`config.mk`:
```
export PLATFORM = sky130hd
export DESIGN_NAME = speedo_period_to_needle_unit_flat
export DESIGN_NICKNAME = d
export VERILOG_FILES = /design/src/hdl/spn_pkg.sv /design/src/hdl/spn_req_if.sv /design/src/hdl/spn_rsp_if.sv /design/src/hdl/spn_front.sv /design/src/hdl/spn_div.sv /design/src/hdl/spn_back.sv /design/src/hdl/speedo_period_to_needle_unit.sv /design/src/flat_wrapper.sv
export SDC_FILE = /design/constraint.sdc
export NUM_CORES = 1
export LEC_CHECK = 0
export ABC_AREA = 1
export BUFFER_PORTS_ARGS = -buffer_cell sky130_fd_sc_hd__buf_2
export CAP_MARGIN = 10
export CORE_MARGIN = 5
export CORE_UTILIZATION = 45
export DETAILED_ROUTE_END_ITERATION = 6
export PLACE_DENSITY = 0.65
export SYNTH_ARGS = -nofsm -noshare
export SYNTH_HDL_FRONTEND = slang
export SYNTH_SLANG_ARGS = --single-unit
```
`constraint.sdc`:
```
create_clock -name clock -period 13.2 [get_ports clock]
set_input_delay 1.32 -clock clock [delete_from_list [all_inputs] [get_ports clock]]
set_output_delay 1.32 -clock clock [all_outputs]
set_load 0.01 [all_outputs]
```
`src/hdl/spn_pkg.sv`:
```
package spn_pkg;

   // Defaults for the top-level parameters
   localparam int DEFAULT_NEEDLE_MAX  = 1023;
   localparam int DEFAULT_TIMER_WIDTH = 16;

   // Field widths
   localparam int SCALE_W     = 32;
   localparam int OFFSET_W    = 10;
   localparam int PERIOD_W    = 16;
   localparam int SHIFT_W     = 4;
   localparam int PPR_W       = 4;
   localparam int ODO_W       = 8;
   localparam int POS_W       = 10;
   localparam int PHASE_W     = 3;
   localparam int CSR_INDEX_W = 3;
   localparam int CSR_DATA_W  = 32;

   // Item queue and divider sizing
   localparam int QUEUE_DEPTH = 4;
   localparam int DIV_STEPS   = SCALE_W;

   localparam logic [PHASE_W-1:0]  PHASE_LAST = PHASE_W'(5);
   localparam logic [ODO_W-1:0]    ODO_FULL   = '1;
   localparam logic [PERIOD_W-1:0] PERIOD_MAX = '1;

   // Register reset values
   localparam logic [SCALE_W-1:0]  RST_SPEED_SCALE     = SCALE_W'(2834000);
   localparam logic [OFFSET_W-1:0] RST_ZERO_OFFSET     = '0;
   localparam logic [PERIOD_W-1:0] RST_NOISE_FLOOR     = PERIOD_W'(3500);
   localparam logic [SHIFT_W-1:0]  RST_FILTER_SHIFT    = SHIFT_W'(2);
   localparam logic [PPR_W-1:0]    RST_PULSES_PER_REV  = PPR_W'(3);
   localparam logic [ODO_W-1:0]    RST_ODOMETER_PULSES = ODO_W'(15);

   typedef enum logic [CSR_INDEX_W-1:0] {
      CSR_SPEED_SCALE,
      CSR_ZERO_OFFSET,
      CSR_NOISE_FLOOR,
      CSR_FILTER_SHIFT,
      CSR_PULSES_PER_REV,
      CSR_ODOMETER_PULSES
   } csr_index_type;

   typedef struct packed {
      logic [SCALE_W-1:0]  speed_scale;
      logic [OFFSET_W-1:0] zero_offset_steps;
      logic [PERIOD_W-1:0] noise_floor;
      logic [SHIFT_W-1:0]  filter_shift;
      logic [PPR_W-1:0]    pulses_per_rev;
      logic [ODO_W-1:0]    odometer_pulses;
   } cfg_type;

   // One queued tick
   typedef struct packed {
      logic pulse;
      logic strobe;
   } item_type;

   typedef struct packed {
      logic busy;
      logic done;
   } div_status_type;

   typedef enum logic [1:0] {
      BK_IDLE,
      BK_DIV,
      BK_EMIT
   } back_state_type;

endpackage

```
`src/hdl/spn_req_if.sv`:
```
interface spn_req_if;
   logic valid;
   logic ready;
   logic sensor_pulse;
   logic step_strobe;

   modport source (output valid, output sensor_pulse, output step_strobe, input ready);
   modport sink   (input valid, input sensor_pulse, input step_strobe, output ready);
endinterface

```
`src/hdl/spn_rsp_if.sv`:
```
interface spn_rsp_if;
   import spn_pkg::*;

   logic                valid;
   logic                ready;
   logic [POS_W-1:0]    needle_position;
   logic [PHASE_W-1:0]  needle_phase;
   logic                odometer_advance;
   logic [PERIOD_W-1:0] filtered_period;

   modport source (output valid, output needle_position, output needle_phase,
                   output odometer_advance, output filtered_period, input ready);
   modport sink   (input valid, input needle_position, input needle_phase,
                   input odometer_advance, input filtered_period, output ready);
endinterface

```
`src/hdl/spn_front.sv`:
```
module spn_front (
   input  logic              clock,
   input  logic              reset,
   input  logic              req_valid,
   output logic              req_ready,
   input  logic              req_sensor_pulse,
   input  logic              req_step_strobe,
   output logic              head_valid,
   output spn_pkg::item_type head,
   input  logic              pop
);
   import spn_pkg::*;

   localparam int PTR_W = (QUEUE_DEPTH > 1) ? $clog2(QUEUE_DEPTH) : 1;
   localparam int CNT_W = $clog2(QUEUE_DEPTH + 1);
   localparam logic [PTR_W-1:0] PTR_LAST = PTR_W'(QUEUE_DEPTH - 1);
   localparam logic [CNT_W-1:0] CNT_FULL = CNT_W'(QUEUE_DEPTH);

   item_type          slot_ff [QUEUE_DEPTH];
   logic [PTR_W-1:0]  wr_ptr_ff, wr_ptr_in;
   logic [PTR_W-1:0]  rd_ptr_ff, rd_ptr_in;
   logic [CNT_W-1:0]  count_ff, count_in;
   logic              push, take;
   item_type          incoming;

   assign req_ready  = (count_ff != CNT_FULL);
   assign head_valid = (count_ff != '0);
   assign head       = slot_ff[rd_ptr_ff];
   assign push       = req_valid && req_ready;
   assign take       = pop && head_valid;

   // Tag the word by the work it asks of the back end
   always_comb begin
      incoming.pulse  = req_sensor_pulse;
      incoming.strobe = req_step_strobe;
   end

   always_comb begin
      wr_ptr_in = wr_ptr_ff;
      rd_ptr_in = rd_ptr_ff;
      count_in  = count_ff;
      if (push) begin
         wr_ptr_in = (wr_ptr_ff == PTR_LAST) ? '0 : wr_ptr_ff + 1'b1;
      end
      if (take) begin
         rd_ptr_in = (rd_ptr_ff == PTR_LAST) ? '0 : rd_ptr_ff + 1'b1;
      end
      case ({push, take})
         2'b10:   count_in = count_ff + 1'b1;
         2'b01:   count_in = count_ff - 1'b1;
         default: count_in = count_ff;
      endcase
   end

   always_ff @(posedge clock) begin
      if (reset) begin
         wr_ptr_ff <= '0;
         rd_ptr_ff <= '0;
         count_ff  <= '0;
      end else begin
         wr_ptr_ff <= wr_ptr_in;
         rd_ptr_ff <= rd_ptr_in;
         count_ff  <= count_in;
      end
   end

   always_ff @(posedge clock) begin
      if (push) begin
         slot_ff[wr_ptr_ff] <= incoming;
      end
   end

endmodule

```
`src/hdl/spn_div.sv`:
```
module spn_div (
   input  logic                             clock,
   input  logic                             reset,
   input  logic                             start,
   input  logic [spn_pkg::SCALE_W-1:0]      dividend,
   input  logic [spn_pkg::PERIOD_W-1:0]     divisor,
   output spn_pkg::div_status_type          status,
   output logic [spn_pkg::SCALE_W-1:0]      quotient
);
   import spn_pkg::*;

   localparam int CNT_W = $clog2(DIV_STEPS);
   localparam logic [CNT_W-1:0] CNT_LAST = CNT_W'(DIV_STEPS - 1);

   logic [SCALE_W-1:0]  quo_ff, quo_in;
   logic [PERIOD_W-1:0] rem_ff, rem_in;
   logic [PERIOD_W-1:0] dvs_ff, dvs_in;
   logic [CNT_W-1:0]    cnt_ff, cnt_in;
   logic                busy_ff, busy_in;
   logic                done_ff, done_in;
   logic [PERIOD_W:0]   trial;
   logic                fits;

   // Restoring division, one quotient bit per cycle
   assign trial = {rem_ff, quo_ff[SCALE_W-1]};
   assign fits  = (trial >= {1'b0, dvs_ff});

   always_comb begin
      quo_in  = quo_ff;
      rem_in  = rem_ff;
      dvs_in  = dvs_ff;
      cnt_in  = cnt_ff;
      busy_in = busy_ff;
      done_in = 1'b0;
      if (start) begin
         quo_in  = dividend;
         rem_in  = '0;
         dvs_in  = divisor;
         cnt_in  = '0;
         busy_in = 1'b1;
      end else if (busy_ff) begin
         quo_in = {quo_ff[SCALE_W-2:0], fits};
         rem_in = fits ? PERIOD_W'(trial - {1'b0, dvs_ff}) : trial[PERIOD_W-1:0];
         cnt_in = cnt_ff + 1'b1;
         if (cnt_ff == CNT_LAST) begin
            busy_in = 1'b0;
            done_in = 1'b1;
         end
      end
   end

   always_ff @(posedge clock) begin
      if (reset) begin
         busy_ff <= 1'b0;
         done_ff <= 1'b0;
         cnt_ff  <= '0;
      end else begin
         busy_ff <= busy_in;
         done_ff <= done_in;
         cnt_ff  <= cnt_in;
      end
   end

   always_ff @(posedge clock) begin
      quo_ff <= quo_in;
      rem_ff <= rem_in;
      dvs_ff <= dvs_in;
   end

   assign status.busy = busy_ff;
   assign status.done = done_ff;
   assign quotient    = quo_ff;

endmodule

```
`src/hdl/spn_back.sv`:
```
module spn_back #(
   parameter int NEEDLE_MAX  = spn_pkg::DEFAULT_NEEDLE_MAX,
   parameter int TIMER_WIDTH = spn_pkg::DEFAULT_TIMER_WIDTH
) (
   input  logic                          clock,
   input  logic                          reset,
   input  spn_pkg::cfg_type              cfg,
   input  logic                          item_valid,
   input  spn_pkg::item_type             item,
   output logic                          item_pop,
   output logic                          div_start,
   output logic [spn_pkg::SCALE_W-1:0]   div_dividend,
   output logic [spn_pkg::PERIOD_W-1:0]  div_divisor,
   input  spn_pkg::div_status_type       div_status,
   input  logic [spn_pkg::SCALE_W-1:0]   div_quotient,
   output logic                          rsp_valid,
   input  logic                          rsp_ready,
   output logic [spn_pkg::POS_W-1:0]     needle_position,
   output logic [spn_pkg::PHASE_W-1:0]   needle_phase,
   output logic                          odometer_advance,
   output logic [spn_pkg::PERIOD_W-1:0]  filtered_period
);
   import spn_pkg::*;

   localparam int STEPS_W = $clog2(NEEDLE_MAX + 1);
   localparam int CMP_W   = (TIMER_WIDTH > PERIOD_W) ? TIMER_WIDTH : PERIOD_W;
   localparam int FILT_W  = CMP_W + 2;
   localparam logic [STEPS_W-1:0] STEPS_MAX = STEPS_W'(NEEDLE_MAX);
   localparam logic [SCALE_W-1:0] TARGET_MAX = SCALE_W'(NEEDLE_MAX);

   back_state_type state_ff, state_in;

   logic [TIMER_WIDTH-1:0] tick_ff, tick_in;
   logic [PPR_W-1:0]       pulse_cnt_ff, pulse_cnt_in;
   logic [ODO_W-1:0]       odo_cnt_ff, odo_cnt_in;
   logic [PERIOD_W-1:0]    period_ff, period_in;
   logic [STEPS_W-1:0]     steps_ff, steps_in;
   logic [PHASE_W-1:0]     phase_ff, phase_in;
   logic                   strobe_ff, strobe_in;
   logic [SCALE_W-1:0]     quo_ff, quo_in;

   logic                   out_valid_ff, out_valid_in;
   logic [POS_W-1:0]       out_pos_ff, out_pos_in;
   logic [PHASE_W-1:0]     out_phase_ff, out_phase_in;
   logic                   out_adv_ff, out_adv_in;
   logic [PERIOD_W-1:0]    out_period_ff, out_period_in;

   // Tick-side values for the word at the head of the queue
   logic [TIMER_WIDTH-1:0] tick_inc;
   logic                   overflow;
   logic [PERIOD_W-1:0]    period_base;
   logic [PPR_W-1:0]       pc_base, pc_inc;
   logic                   rev_done, above_floor;
   logic signed [FILT_W-1:0] diff, fstep, fsum;
   logic [PERIOD_W-1:0]    period_filt, period_pop;
   logic [TIMER_WIDTH-1:0] tick_pop;
   logic [PPR_W-1:0]       pc_pop;
   logic [ODO_W-1:0]       odo_pop;

   // Needle-side values
   logic [SCALE_W-1:0]     target_raw;
   logic [STEPS_W-1:0]     target;
   logic                   step_up, step_dn, advance;
   logic                   out_free, emit_go;

   always_comb begin
      tick_inc    = tick_ff + 1'b1;
      overflow    = (tick_inc == '0);
      period_base = overflow ? '0 : period_ff;
      pc_base     = overflow ? '0 : pulse_cnt_ff;
      pc_inc      = pc_base + 1'b1;
      rev_done    = item.pulse && (pc_inc >= cfg.pulses_per_rev);
      above_floor = (CMP_W'(tick_inc) > CMP_W'(cfg.noise_floor));

      // Low pass: arithmetic shift floors toward minus infinity
      diff  = $signed({2'b00, CMP_W'(tick_inc)}) - $signed({2'b00, CMP_W'(period_base)});
      fstep = diff >>> cfg.filter_shift;
      fsum  = $signed({2'b00, CMP_W'(period_base)}) + fstep;
      if (fsum[FILT_W-1]) begin
         period_filt = '0;
      end else if (|fsum[FILT_W-2:PERIOD_W]) begin
         period_filt = PERIOD_MAX;
      end else begin
         period_filt = fsum[PERIOD_W-1:0];
      end

      period_pop = (rev_done && above_floor) ? period_filt : period_base;
      tick_pop   = rev_done ? '0 : tick_inc;
      pc_pop     = rev_done ? '0 : (item.pulse ? pc_inc : pc_base);
      odo_pop    = (item.pulse && (odo_cnt_ff != ODO_FULL)) ? odo_cnt_ff + 1'b1 : odo_cnt_ff;
   end

   always_comb begin
      target_raw = (quo_ff > SCALE_W'(cfg.zero_offset_steps)) ?
                   quo_ff - SCALE_W'(cfg.zero_offset_steps) : '0;
      target     = (target_raw > TARGET_MAX) ? STEPS_MAX : STEPS_W'(target_raw);
      step_up    = strobe_ff && (steps_ff < target);
      step_dn    = strobe_ff && (steps_ff > target);
      advance    = strobe_ff && (odo_cnt_ff >= cfg.odometer_pulses);
   end

   assign out_free = !out_valid_ff || rsp_ready;

   // Next state
   always_comb begin
      state_in = state_ff;
      case (state_ff)
         BK_IDLE: begin
            if (item_valid) begin
               state_in = (item.strobe && (period_pop != '0)) ? BK_DIV : BK_EMIT;
            end
         end
         BK_DIV: begin
            if (div_status.done) state_in = BK_EMIT;
         end
         BK_EMIT: begin
            if (out_free) state_in = BK_IDLE;
         end
         default: state_in = BK_IDLE;
      endcase
   end

   // State outputs
   always_comb begin
      item_pop  = 1'b0;
      div_start = 1'b0;
      emit_go   = 1'b0;
      case (state_ff)
         BK_IDLE: begin
            item_pop  = item_valid;
            div_start = item_valid && item.strobe && (period_pop != '0);
         end
         BK_EMIT: emit_go = out_free;
         default: ;
      endcase
   end

   assign div_dividend = cfg.speed_scale;
   assign div_divisor  = period_pop;

   always_comb begin
      tick_in      = tick_ff;
      pulse_cnt_in = pulse_cnt_ff;
      odo_cnt_in   = odo_cnt_ff;
      period_in    = period_ff;
      steps_in     = steps_ff;
      phase_in     = phase_ff;
      strobe_in    = strobe_ff;
      quo_in       = quo_ff;
      out_pos_in    = out_pos_ff;
      out_phase_in  = out_phase_ff;
      out_adv_in    = out_adv_ff;
      out_period_in = out_period_ff;
      out_valid_in  = out_valid_ff && !rsp_ready;

      if (item_pop) begin
         tick_in      = tick_pop;
         pulse_cnt_in = pc_pop;
         odo_cnt_in   = odo_pop;
         period_in    = period_pop;
         strobe_in    = item.strobe;
         quo_in       = '0;
      end

      if ((state_ff == BK_DIV) && div_status.done) begin
         quo_in = div_quotient;
      end

      if (emit_go) begin
         if (step_up) begin
            steps_in = steps_ff + 1'b1;
            phase_in = (phase_ff == PHASE_LAST) ? '0 : phase_ff + 1'b1;
         end else if (step_dn) begin
            steps_in = steps_ff - 1'b1;
            phase_in = (phase_ff == '0) ? PHASE_LAST : phase_ff - 1'b1;
         end
         if (advance) odo_cnt_in = '0;
         out_valid_in  = 1'b1;
         out_pos_in    = POS_W'(steps_in);
         out_phase_in  = phase_in;
         out_adv_in    = advance;
         out_period_in = period_ff;
      end
   end

   always_ff @(posedge clock) begin
      if (reset) begin
         state_ff     <= BK_IDLE;
         tick_ff      <= '0;
         pulse_cnt_ff <= '0;
         odo_cnt_ff   <= '0;
         period_ff    <= '0;
         steps_ff     <= '0;
         phase_ff     <= '0;
         strobe_ff    <= 1'b0;
         out_valid_ff <= 1'b0;
      end else begin
         state_ff     <= state_in;
         tick_ff      <= tick_in;
         pulse_cnt_ff <= pulse_cnt_in;
         odo_cnt_ff   <= odo_cnt_in;
         period_ff    <= period_in;
         steps_ff     <= steps_in;
         phase_ff     <= phase_in;
         strobe_ff    <= strobe_in;
         out_valid_ff <= out_valid_in;
      end
   end

   always_ff @(posedge clock) begin
      quo_ff        <= quo_in;
      out_pos_ff    <= out_pos_in;
      out_phase_ff  <= out_phase_in;
      out_adv_ff    <= out_adv_in;
      out_period_ff <= out_period_in;
   end

   assign rsp_valid        = out_valid_ff;
   assign needle_position  = out_pos_ff;
   assign needle_phase     = out_phase_ff;
   assign odometer_advance = out_adv_ff;
   assign filtered_period  = out_period_ff;

endmodule

```
`src/hdl/speedo_period_to_needle_unit.sv`:
```
// A word without a strobe, or with a zero period, passes from the queue straight to the
// result register; a strobe tick with a nonzero period first waits on the 32-step divider.
// The back end takes no new word until it has emitted the last one; its single
// divider sets the pace, and the queue absorbs bursts.
// Reset (synchronous, active high): registers take their defaults, the counters,
// period and needle clear to zero, the queue empties and no result is shown.
module speedo_period_to_needle_unit #(
   parameter int NEEDLE_MAX  = spn_pkg::DEFAULT_NEEDLE_MAX,
   parameter int TIMER_WIDTH = spn_pkg::DEFAULT_TIMER_WIDTH
) (
   input  logic                              clock,
   input  logic                              reset,
   spn_req_if.sink                           req_ch,
   spn_rsp_if.source                         rsp_ch,
   input  logic                              csr_we,
   input  logic [spn_pkg::CSR_INDEX_W-1:0]   csr_index,
   input  logic [spn_pkg::CSR_DATA_W-1:0]    csr_wdata
);
   import spn_pkg::*;

   // Configuration registers; writes to unknown indexes are dropped
   cfg_type cfg_ff, cfg_in;

   always_comb begin
      cfg_in = cfg_ff;
      if (csr_we) begin
         case (csr_index_type'(csr_index))
            CSR_SPEED_SCALE:     cfg_in.speed_scale       = csr_wdata[SCALE_W-1:0];
            CSR_ZERO_OFFSET:     cfg_in.zero_offset_steps = csr_wdata[OFFSET_W-1:0];
            CSR_NOISE_FLOOR:     cfg_in.noise_floor       = csr_wdata[PERIOD_W-1:0];
            CSR_FILTER_SHIFT:    cfg_in.filter_shift      = csr_wdata[SHIFT_W-1:0];
            CSR_PULSES_PER_REV:  cfg_in.pulses_per_rev    = csr_wdata[PPR_W-1:0];
            CSR_ODOMETER_PULSES: cfg_in.odometer_pulses   = csr_wdata[ODO_W-1:0];
            default:             cfg_in = cfg_ff;
         endcase
      end
   end

   always_ff @(posedge clock) begin
      if (reset) begin
         cfg_ff.speed_scale       <= RST_SPEED_SCALE;
         cfg_ff.zero_offset_steps <= RST_ZERO_OFFSET;
         cfg_ff.noise_floor       <= RST_NOISE_FLOOR;
         cfg_ff.filter_shift      <= RST_FILTER_SHIFT;
         cfg_ff.pulses_per_rev    <= RST_PULSES_PER_REV;
         cfg_ff.odometer_pulses   <= RST_ODOMETER_PULSES;
      end else begin
         cfg_ff <= cfg_in;
      end
   end

   // Front end: take words off the input channel into a short queue
   logic           head_valid;
   item_type       head;
   logic           head_pop;

   spn_front u_front (
      .clock            (clock),
      .reset            (reset),
      .req_valid        (req_ch.valid),
      .req_ready        (req_ch.ready),
      .req_sensor_pulse (req_ch.sensor_pulse),
      .req_step_strobe  (req_ch.step_strobe),
      .head_valid       (head_valid),
      .head             (head),
      .pop              (head_pop)
   );

   // Single iterative divider: speed_scale over the filtered period
   logic                div_start;
   logic [SCALE_W-1:0]  div_dividend;
   logic [PERIOD_W-1:0] div_divisor;
   div_status_type      div_status;
   logic [SCALE_W-1:0]  div_quotient;

   spn_div u_div (
      .clock    (clock),
      .reset    (reset),
      .start    (div_start),
      .dividend (div_dividend),
      .divisor  (div_divisor),
      .status   (div_status),
      .quotient (div_quotient)
   );

   // Back end: tick timing, filter, needle step and the result register.
   // The result register holds a finished word while the queue keeps filling.
   spn_back #(
      .NEEDLE_MAX  (NEEDLE_MAX),
      .TIMER_WIDTH (TIMER_WIDTH)
   ) u_back (
      .clock            (clock),
      .reset            (reset),
      .cfg              (cfg_ff),
      .item_valid       (head_valid),
      .item             (head),
      .item_pop         (head_pop),
      .div_start        (div_start),
      .div_dividend     (div_dividend),
      .div_divisor      (div_divisor),
      .div_status       (div_status),
      .div_quotient     (div_quotient),
      .rsp_valid        (rsp_ch.valid),
      .rsp_ready        (rsp_ch.ready),
      .needle_position  (rsp_ch.needle_position),
      .needle_phase     (rsp_ch.needle_phase),
      .odometer_advance (rsp_ch.odometer_advance),
      .filtered_period  (rsp_ch.filtered_period)
   );

endmodule

```
`src/flat_wrapper.sv`:
```
// flat-port wrapper written by rule: the top's interface ports become plain ports
module speedo_period_to_needle_unit_flat import spn_pkg::*;
#(
   parameter int NEEDLE_MAX  = spn_pkg::DEFAULT_NEEDLE_MAX,
   parameter int TIMER_WIDTH = spn_pkg::DEFAULT_TIMER_WIDTH
)
  (clock, reset, csr_we, csr_index, csr_wdata, req_ch_valid, req_ch_sensor_pulse, req_ch_step_strobe, req_ch_ready, rsp_ch_valid, rsp_ch_needle_position, rsp_ch_needle_phase, rsp_ch_odometer_advance, rsp_ch_filtered_period, rsp_ch_ready);
  spn_req_if req_ch_i ();
  spn_rsp_if rsp_ch_i ();
  input  logic clock;
  input  logic reset;
  input  logic csr_we;
  input  logic [spn_pkg::CSR_INDEX_W-1:0] csr_index;
  input  logic [spn_pkg::CSR_DATA_W-1:0] csr_wdata;
  input wire logic [$bits(req_ch_i.valid)-1:0] req_ch_valid;
  input wire logic [$bits(req_ch_i.sensor_pulse)-1:0] req_ch_sensor_pulse;
  input wire logic [$bits(req_ch_i.step_strobe)-1:0] req_ch_step_strobe;
  output wire logic [$bits(req_ch_i.ready)-1:0] req_ch_ready;
  output wire logic [$bits(rsp_ch_i.valid)-1:0] rsp_ch_valid;
  output wire logic [$bits(rsp_ch_i.needle_position)-1:0] rsp_ch_needle_position;
  output wire logic [$bits(rsp_ch_i.needle_phase)-1:0] rsp_ch_needle_phase;
  output wire logic [$bits(rsp_ch_i.odometer_advance)-1:0] rsp_ch_odometer_advance;
  output wire logic [$bits(rsp_ch_i.filtered_period)-1:0] rsp_ch_filtered_period;
  input wire logic [$bits(rsp_ch_i.ready)-1:0] rsp_ch_ready;
  assign req_ch_i.valid = req_ch_valid;
  assign req_ch_i.sensor_pulse = req_ch_sensor_pulse;
  assign req_ch_i.step_strobe = req_ch_step_strobe;
  assign req_ch_ready = req_ch_i.ready;
  assign rsp_ch_valid = rsp_ch_i.valid;
  assign rsp_ch_needle_position = rsp_ch_i.needle_position;
  assign rsp_ch_needle_phase = rsp_ch_i.needle_phase;
  assign rsp_ch_odometer_advance = rsp_ch_i.odometer_advance;
  assign rsp_ch_filtered_period = rsp_ch_i.filtered_period;
  assign rsp_ch_i.ready = rsp_ch_ready;
  speedo_period_to_needle_unit #(.NEEDLE_MAX(NEEDLE_MAX), .TIMER_WIDTH(TIMER_WIDTH)) u_core (.clock(clock), .reset(reset), .req_ch(req_ch_i), .rsp_ch(rsp_ch_i), .csr_we(csr_we), .csr_index(csr_index), .csr_wdata(csr_wdata));
endmodule
```
==> impl_metrics.toml <==
[sta]
slew_headroom_pct = 26.0
worst_pin_slew_ps = 1110
period_share_pct = 65.4
report.final.slew_viol_count = 0
setup_violations = 0
hold_violations = 0
rsz0062_at_grt = "no"
fmax_mhz = 116
hold-worst-slack_ps = 457
finalSetupTns_ps = 0
skew_ps = 17.8
timing.final.crit_period_ps = 8630

[power]
p_switching_mw = 2.48
max-vdd-ir-drop_mv = 0.219
intPower_mw = 2.66
seqPwrFrac_pct = 28.5
p_comb_share_pct = 55.5
total_power_mw = 5.14
clkPwrFrac_pct = 16.0
swShare_pct = 48.3
p_per_area_mw_per_mm2 = 268
p_leak_nw = 9.06

[cells_and_area]
fill_cells = 3803
drive_gt1_share_pct = 6.69
final_common_cell = "nand2_1"
area_delta_synth_final_pct = 9.96
nNetsFinal = 2599
final_cell_mix = "nand2_1, inv_1, nor2_1, o21ai_0, dfxtp_1"
diodes = 0
multiInputGateArea_mm2 = 0.00899
fin_util_pct = 49.9
seq_area_mm2 = 0.00689

[grt]
overflow = 0
antenna_found_initial = 0
grt_pass1_vias = 14700
grt_pass1_wl_um = 75700
grt_usage_pct = 21.7
grt_start_max_net_pins = 83

[clock_network]
cts_tree = "done"
cts_sinks = 285
hold_buffers = 0
clkTransAtPathRegs_ps = 60
root_buffer = "clkbuf_16"
clk_latency_ps = 570
cts_setup_buffers = 0
clk_path_buf_depth = 3
cts_max_level = 1
cts_resized = 0
cts_buffers = 31

[floorplanning]
die_width_um = 207
io_pins = 74
num_rows = 72
die_y_um = 207
core_area_mm2 = 0.0385
start_util_pct = 45.4
dieArea_mm2 = 0.0428

[placed_design]
io_buffer_count = 73
hpwl_um = 35500
place_congestion = 0.902

[critical_path]
crit_required_ps = 13410
cp_common_cell = "nand2_1"
worstPathArrival_ps = 8840
critPathKind = "register to register"
cp-end-kind = "register"
startpoint_type = "register"
cp_top_family = "simple AND/OR/NAND/NOR gates"
cpPeakStageDelay_ps = 520
cp.buffers_inverters = 3
cp_slowest_cell = "dfxtp_1"
crit_fanout = 45

[synthesis]
synth_seq_cells = 285
ys_types = 53
netlist_area_mm2 = 0.0175
syn_area_per_cell_um2 = 7.28
synth-async-reset-ratio_pct = 0
synth-warning-count = 0
synthTopCellsByArea = "edfxtp_1, dfxtp_1, nand2_1, ha_1, inv_1"
synth_top_area_share_pct = 20.3
synth.largest_area_cell = "edfxtp_1"
synth-edff-count = 118
synthFlopType = "dfxtp_1"
syn_nets = 2555
syn_inst = 2397
seq_area_frac_synth_pct = 39.5

[flow_run]
maxCapViolations = 0

[routing]
avgRoutedWirePerCell_um = 15.7
dr_total_vias = 15600
viasPerCell = 5.22
firstDrtPassIters = 5
routed_wirelength_um = 46700
postRouteAntennaNets = 0
drt_iter0_drc = 1116
drc = 0

[status]
outcome = "finished clean"

[min_path]
min_path_type = "register to register"
-- cell type report --
cell class | instances | area share [%]
flip-flops and latches | 285 | 35.9
clock buffers | 47 | 4.73
clock inverters | 10 | 0.333
inverters | 335 | 6.55
repair buffers | 82 | 2.26
well taps | 518 | 3.38
multi-input cells | 1706 | 46.9
-- kinds of logic after synthesis --
logic type,share of synthesized area (%)
AO/OA/AOI/OAI,13.1
XOR/XNOR,3.31
adder cells (fa/ha/maj),8.53
buffers and inverters,9.11
flip-flops,39.5
multiplexers,0.115
AND/OR/NAND/NOR,26.4
-- path summary, 6_finish.rpt --
check,start,to,slack [ps],depth (start not counted)
max,u_core.u_back.tick_ff[0],u_core.u_div.quotient[18],4570,45
min,u_core.cfg_ff[38],u_core.cfg_ff[38],460,2
max reg2reg,u_core.u_back.tick_ff[0],u_core.u_div.quotient[18],4570,45
min reg2reg,u_core.cfg_ff[38],u_core.cfg_ff[38],460,2
-- synth_stat cells, types with 6 or more instances --
library cell / n
nand4_1: 29
nor3_1: 23
o211ai_1: 22
xnor2_1: 21
dfxtp_1: 167
inv_2: 6
clkbuf_1: 53
buf_1: 6
o21ai_0: 197
a21oi_1: 164
ha_1: 111
nor2_2: 6
inv_1: 325
nand3_1: 157
xor2_1: 45
nand2_1: 551
or2_2: 7
a22oi_1: 12
buf_2: 6
nor2_1: 289
edfxtp_1: 118
nand3b_1: 11
-- worst min-delay path, cell delays in order (launching register included) --
cell,delay (ps)
dfxtp_1,300
inv_1,60
a21oi_1,50
-- flip-flops by register name (all words and copies together) (netlist names), 16 cells and up, named ones only --
name                           flops
u_core.u_div.rem_ff               16
u_core.u_back.filtered_period     16
u_core.u_back.tick_ff             16
u_core.u_back.period_ff           16
u_core.cfg_ff                     74
u_core.u_back.quo_ff              32
u_core.u_div.quotient             32
u_core.u_div.dvs_ff               16
-- per-layer routing --
layer  GRT usage, %  wire length [um]
met5              0                 0
met4           7.06              1620
met3           3.50              2900
met2           36.2             21500
met1           29.0             20700
-- stage by stage --
stage               cells  worst slack (ps)  instance area (um^2)
floorplan            2397              5930                 17500
global placement     2926              4840                 18200
detailed placement   2926              4660                 18200
CTS                  2983              4610                 19200
global route         2983              3560                 19200
finish               2983              4570                 19200
-- power by group through the flow --
stage | Combinational [mW] | Sequential, mW | Clock [mW]
2_1_floorplan | 2.15 | 1.41 | 0
3_3_place_gp | 2.83 | 1.48 | 0
3_5_place_dp | 2.83 | 1.48 | 0
4_1_cts | 2.84 | 1.46 | 0.843
5_1_grt | 3.26 | 1.49 | 0.879
6_report | 2.85 | 1.47 | 0.825
(Power assumes the default switching activity.)
